**src/hdl/scope_edge_trigger_search_top_macros.svh**
```systemverilog
// ----------------------------------------------------------------------------
// Assertion macros for the scope edge trigger search block
// Concurrent checks that compile away when SYNTH is defined.
// ----------------------------------------------------------------------------
`ifndef SCOPE_EDGE_TRIGGER_SEARCH_TOP_MACROS_SVH
`define SCOPE_EDGE_TRIGGER_SEARCH_TOP_MACROS_SVH

`ifndef SYNTH

// property must hold at every clock edge outside reset
`define SETSRCH_ASSERT(label, clk, rst, prop) \
   label: assert property (@(posedge clk) disable iff (rst) (prop)) \
      else $error("setsrch assertion failed");

// expression must never be true outside reset
`define SETSRCH_ASSERT_NEVER(label, clk, rst, expr) \
   label: assert property (@(posedge clk) disable iff (rst) !(expr)) \
      else $error("setsrch forbidden condition seen");

`else

`define SETSRCH_ASSERT(label, clk, rst, prop)
`define SETSRCH_ASSERT_NEVER(label, clk, rst, expr)

`endif

`endif

```
**src/hdl/setsrch_pkg.sv**
```systemverilog
// ----------------------------------------------------------------------------
// Scope edge trigger search package
// Sizes, codes and shared types of the trigger search block.
// ----------------------------------------------------------------------------
package setsrch_pkg;

   // storage geometry
   localparam int BUFFER_DEPTH = 2048;
   localparam int SCREEN_WIDTH = 128;
   localparam int SAMPLE_BITS  = 12;

   localparam int ADDR_W      = $clog2(BUFFER_DEPTH);
   localparam int HALF_SCREEN = (SCREEN_WIDTH / 2) % BUFFER_DEPTH;
   localparam int SCAN_STEPS  = BUFFER_DEPTH / 2;
   localparam int STEP_W      = $clog2(SCAN_STEPS);

   typedef logic [ADDR_W-1:0]      addr_type;
   typedef logic [SAMPLE_BITS-1:0] sample_type;
   typedef logic [STEP_W-1:0]      step_type;

   // newest sample sits one behind the write pointer, start is half a screen older
   localparam addr_type START_OFFSET = ADDR_W'((1 + HALF_SCREEN) % BUFFER_DEPTH);
   localparam step_type SCAN_LAST    = STEP_W'(SCAN_STEPS - 1);
   localparam sample_type LEVEL_RESET = SAMPLE_BITS'(2048);

   // item codes
   localparam logic CMD_STORE  = 1'b0;
   localparam logic CMD_SEARCH = 1'b1;

   // controller to datapath
   typedef struct packed {
      logic store;      // write sample, advance pointer
      logic load_start; // latch start index and polarity, read start
      logic step;       // shift sample window one entry back
      logic finish;     // capture result
   } dp_cmd_type;

   // datapath to controller
   typedef struct packed {
      logic hit;        // current window holds the wanted edge
   } dp_stat_type;

endpackage

```
**src/hdl/setsrch_ctrl.sv**
```systemverilog
// ----------------------------------------------------------------------------
// Scope edge trigger search controller
// Handshakes, scan step counter and datapath commands.
// ----------------------------------------------------------------------------
`include "scope_edge_trigger_search_top_macros.svh"

module setsrch_ctrl (
   input  logic                     clock,
   input  logic                     reset,
   input  logic                     req_valid,
   input  logic                     req_cmd,
   output logic                     req_ready,
   output logic                     rsp_valid,
   input  logic                     rsp_ready,
   output setsrch_pkg::dp_cmd_type  cmd,
   input  setsrch_pkg::dp_stat_type stat
);

   typedef enum logic [1:0] {
      ST_IDLE,
      ST_PRIME,
      ST_SCAN,
      ST_RESP
   } state_type;

   state_type             state_ff;
   logic                  req_ready_ff;
   logic                  rsp_valid_ff;
   setsrch_pkg::step_type cnt_ff;

   logic req_take;
   logic last;

   assign req_take = req_valid && req_ready_ff;
   assign last     = (cnt_ff == setsrch_pkg::SCAN_LAST);

   // datapath commands
   always_comb begin
      cmd.store      = req_take && (req_cmd == setsrch_pkg::CMD_STORE);
      cmd.load_start = req_take && (req_cmd == setsrch_pkg::CMD_SEARCH);
      cmd.step       = (state_ff == ST_PRIME) || (state_ff == ST_SCAN);
      cmd.finish     = (state_ff == ST_SCAN) && (stat.hit || last);
   end

   // state and registered handshake outputs
   always_ff @(posedge clock) begin
      if (reset) begin
         state_ff     <= ST_IDLE;
         req_ready_ff <= 1'b1;
         rsp_valid_ff <= 1'b0;
         cnt_ff       <= '0;
      end else begin
         unique case (state_ff)
            ST_IDLE: begin
               if (req_take && (req_cmd == setsrch_pkg::CMD_SEARCH)) begin
                  state_ff     <= ST_PRIME;
                  req_ready_ff <= 1'b0;
               end
            end
            ST_PRIME: begin
               state_ff <= ST_SCAN;
               cnt_ff   <= '0;
            end
            ST_SCAN: begin
               if (stat.hit || last) begin
                  state_ff     <= ST_RESP;
                  rsp_valid_ff <= 1'b1;
               end else begin
                  cnt_ff <= cnt_ff + setsrch_pkg::step_type'(1);
               end
            end
            ST_RESP: begin
               if (rsp_ready) begin
                  state_ff     <= ST_IDLE;
                  rsp_valid_ff <= 1'b0;
                  req_ready_ff <= 1'b1;
               end
            end
            default: begin
               state_ff <= ST_IDLE;
            end
         endcase
      end
   end

   assign req_ready = req_ready_ff;
   assign rsp_valid = rsp_valid_ff;

   // checks
   `SETSRCH_ASSERT(a_search_primes, clock, reset, (req_take && (req_cmd == setsrch_pkg::CMD_SEARCH)) |=> (state_ff == ST_PRIME))
   `SETSRCH_ASSERT(a_scan_bounded, clock, reset, (state_ff == ST_SCAN && last) |=> (state_ff == ST_RESP && rsp_valid_ff))
   `SETSRCH_ASSERT(a_hit_reports, clock, reset, (state_ff == ST_SCAN && stat.hit) |=> rsp_valid_ff)
   `SETSRCH_ASSERT_NEVER(a_one_at_a_time, clock, reset, rsp_valid_ff && req_ready_ff)

endmodule

```
**config.mk**
```make
export PLATFORM = sky130hd
export DESIGN_NAME = setsrch_ctrl
export DESIGN_NICKNAME = d
export VERILOG_FILES = /design/src/hdl/setsrch_pkg.sv /design/src/hdl/setsrch_ctrl.sv
export VERILOG_INCLUDE_DIRS = /design/src /design/src/hdl
export SDC_FILE = /design/constraint.sdc
export NUM_CORES = 1
export LEC_CHECK = 0
export BUFFER_PORTS_ARGS = -buffer_cell sky130_fd_sc_hd__buf_2
export CORE_MARGIN = 8
export CORE_UTILIZATION = 55
export DETAILED_ROUTE_END_ITERATION = 16
export PLACE_DENSITY_LB_ADDON = 0.3
export SLEW_MARGIN = 20
export SYNTH_ARGS = -nofsm -noshare
export SYNTH_HDL_FRONTEND = slang
export SYNTH_SLANG_ARGS = --single-unit
```
**constraint.sdc**
```tcl
create_clock -name clock -period 2.08 [get_ports clock]
set_clock_uncertainty 0.1 [all_clocks]
set_input_delay 0.208 -clock clock [delete_from_list [all_inputs] [get_ports clock]]
set_output_delay 0.208 -clock clock [all_outputs]
set_load 0.05 [all_outputs]
```
==> out/summary.txt <==
result of the run: finished, final reports clean
Switch Pwr: 449 uW
clock edge transition at the registers on the reported setup and hold paths: 0.08 ns
critical path arrival: 2.03 ns
final net count: 132
synthesized-area fraction occupied by ao, oa, aoi and oai cells: 26.4%
flop and latch count out of synthesis: 14
unrepaired setup endpoints after global routing: no
cell leakage power: 0.000415 uW
Slew Limit Headroom: 69.2%
RePlAce Congestion: 0.862
Commonest cells post-synth: sky130_fd_sc_hd__dfxtp_1, sky130_fd_sc_hd__a21oi_1, sky130_fd_sc_hd__nand2_1, sky130_fd_sc_hd__nand3_1, sky130_fd_sc_hd__ha_1
transition time at the pin with the least slew margin: 0.462 ns
average size of a mapped cell: 8.81 sq um
detailed-routed wire length on met3: 85 um
beginning of the critical path: state_ff[0]
top-count cell post-synth: sky130_fd_sc_hd__dfxtp_1
Worst Path Max Fanout: 5
clock buffers created by TritonCTS: 3
count of maximum capacitance violations: 0
FFs w/ async S/R, synth: 0%
clock latency reported for the late side of the worst-skew pair: 0.28 ns
Total Neg Setup Slack: 0 ns
TritonCTS clock tree: done
final-report setup violation count: 0
Die X-Extent: 56.8 um
share of final-layout standard cells stronger than drive strength 1: 23.7%
dominant register cell in the synthesized netlist: sky130_fd_sc_hd__dfxtp_1
number of antenna violations at the first check in global routing: 0
final wirelength: 2.11 mm
n_diodes: 0
start point of the worst hold path: rsp_ready
post-CTS setup repair buffer count: 0
hold bufs inserted after CTS: 0
DR top layer: met4
routed via count divided by cell count: 6.22
number of flops mapped to enable cells by yosys: 0
Std-Cell Rows: 14
source of the worst register-to-register timing path: state_ff[0]
mux cell area share after synthesis: 1.09%
post-synthesis cell type with the largest combined area: sky130_fd_sc_hd__dfxtp_1
number of routed nets with antenna violations: 0
number of global-route vias before repair: 785
pin count of the biggest net entering global routing: 17
combinational share of power: 49.9%
Port Buf Inserts: 11
clock sinks: 14
Power, Total: 967 uW
sequential cell fraction of total power: 34.5%
Placed Instance Area: 991 sq um
share of Yosys cell area claimed by the top area cell type: 30.6%
post-synthesis share of cell area spent on xor and xnor gates: 0%
count of unresolved DRC violations after routing: 0
drt first pass iters: 4
Die Outline Area: 0.00323 sq mm
Slew Viols, Final: 0
share of synthesized area occupied by flip-flops and latches: 30.6%
share of synthesized cell area in full adder, half adder and majority cells: 8.20%
part of the total power dissipated in the clock network: 15.6%
CORE AREA: 0.00154 sq mm
post-route standard cell area excluding fillers: 0.00104 sq mm
number of instances in the synthesized netlist: 104
Highest Clock Rate: 510 MHz
switching part of the total: 46.4%
Setup crit end kind: flop
post-route clock period utilization: 94.2%
detailed route wirelength on metal2: 1.04 mm
dominant combinational cell family by area after synthesis: simple AND/OR/NAND/NOR gates
total congestion overflow after global routing: 0
average wire per cell in the routed design: 15.7 um
total via count after detailed routing: 833
number of I/O pins: 12
CP Launch Type: flop
area growth from synthesis to final layout: 14.1%
CTS HTree Levels: 1
top area cells in the synthesized netlist: sky130_fd_sc_hd__dfxtp_1, sky130_fd_sc_hd__ha_1, sky130_fd_sc_hd__a21oi_1, sky130_fd_sc_hd__nand3_1, sky130_fd_sc_hd__nand2_1
internal power contribution: 518 uW
detailed-routing wirelength on met1: 929 um
Worst Setup Path Type: reg -> reg
minimum clock period: 1.96 ns
Ys Warns: 0
Tot GR Track Use: 13.4%
Pwr Density: 926 mW/mm^2
Starting DRT DRC Count: 18
syn_nets: 116
Max Buffers Root-to-Sink: 2
floorplan die height: 56.8 um
area of the mapped netlist: 916 sq um
starting density of the core: 59.4%
critical path data required time: 2.15 ns
Unique masters post-synth: 40
area fraction in and, or, nand and nor cells after synthesis: 30.1%
Hold Vio Cnt, Final: 0
path class of the lowest-slack min-delay path: in -> reg
first-pass GRT wire length: 3.47 mm
clock tree root driver cell: sky130_fd_sc_hd__clkbuf_4
detailed placer's ending HPWL: 1.59 mm
VDD IR-drop max: 824 uV
[final cells by class]
type	instances	area (sq um)
tap	16	20.0
timing repair buffer	13	72.6
clock buffer	3	22.5
sequential	14	284
fill	126	497
multi-input combinational	83	627
inverter	5	18.8
[worst max-delay path, cell delays in order, from the launching register on]
cell and delay (ns):
sky130_fd_sc_hd__dfxtp_1 0.35, sky130_fd_sc_hd__inv_1 0.12, sky130_fd_sc_hd__ha_2 0.22, sky130_fd_sc_hd__nand4_4 0.10
sky130_fd_sc_hd__or3_4 0.37, sky130_fd_sc_hd__o311a_1 0.33, sky130_fd_sc_hd__a211o_1 0.27
[metal layers]
layer,GRT usage [%],vias to the layer above
li1,-,427
met1,16.1,383
met2,20.4,16
met3,3.37,7
met4,8.72,0
met5,0,-
[cells by family after synthesis]
kind of cell,after synthesis
buffers and inverters,7
AO/OA/AOI/OAI,31
AND/OR/NAND/NOR,45
flip-flops,14
adder cells (fa/ha/maj),6
multiplexers,1
[worst paths after layout]
check | to | slack [ns] | cells after the start
min reg2reg | rsp_valid | 0.40 | 1
min | rsp_valid | 0.13 | 3
max reg2reg | cnt_ff[7] | 0.12 | 6
max | cnt_ff[7] | 0.12 | 6
[per-stage QoR]
| stage | std cells | setup slack [ns] | hold WS (ns) | util [%] |
|---|---|---|---|---|
| after detailed placement | 131 | -0.0359 | 0.384 | 64.3 |
| final | 134 | 0.121 | 0.133 | 67.8 |
| after global routing | 134 | 0.0154 | 0.143 | 67.8 |
| after global placement | 131 | -0.00630 | 0.378 | 64.3 |
| after floorplan | 104 | 0.159 | 0.292 | - |
| after CTS | 134 | 0.0275 | 0.129 | 66.7 |
[cells in the final DEF (no fill, tap or decap), types with 2 or more instances in the layout]
| cell | n |
|---|---|
| sky130_fd_sc_hd__buf_2 | 10 |
| sky130_fd_sc_hd__inv_1 | 5 |
| sky130_fd_sc_hd__a21oi_1 | 8 |
| sky130_fd_sc_hd__nand3_1 | 8 |
| sky130_fd_sc_hd__clkbuf_4 | 3 |
| sky130_fd_sc_hd__nor4_1 | 2 |
| sky130_fd_sc_hd__a21o_1 | 2 |
| sky130_fd_sc_hd__nand2b_1 | 4 |
| sky130_fd_sc_hd__nor2_1 | 3 |
| sky130_fd_sc_hd__nor3_1 | 5 |
| sky130_fd_sc_hd__dfxtp_1 | 13 |
| sky130_fd_sc_hd__buf_4 | 3 |
| sky130_fd_sc_hd__nand2_1 | 8 |
| sky130_fd_sc_hd__o21ai_0 | 2 |
| sky130_fd_sc_hd__o21a_1 | 4 |
| sky130_fd_sc_hd__ha_1 | 4 |
| sky130_fd_sc_hd__a31oi_1 | 2 |
| sky130_fd_sc_hd__a211o_1 | 2 |
| sky130_fd_sc_hd__nor2b_1 | 3 |
| sky130_fd_sc_hd__nand4_4 | 2 |
| sky130_fd_sc_hd__a311oi_1 | 2 |
| sky130_fd_sc_hd__o311a_1 | 2 |
[power groups by stage]
stage / clock (uW) / sequential, uW / combinational [uW]
floorplan: 0 / 369 / 341
global placement: 0 / 334 / 458
detailed placement: 0 / 336 / 476
CTS: 157 / 331 / 483
global route: 173 / 339 / 526
finish: 151 / 334 / 483
[repair_timing]
action,in CTS,in global routing
gates resized for setup,4,4
endpoints found under the hold margin,0,0
cloned,0,0
setup endpoints to repair,3,4
[registers in the layout (all words and copies together) (netlist names)]
signal,flops
state_ff,2
rsp_valid,1
req_ready,1
cnt_ff,10
(Power assumes the default switching activity.)
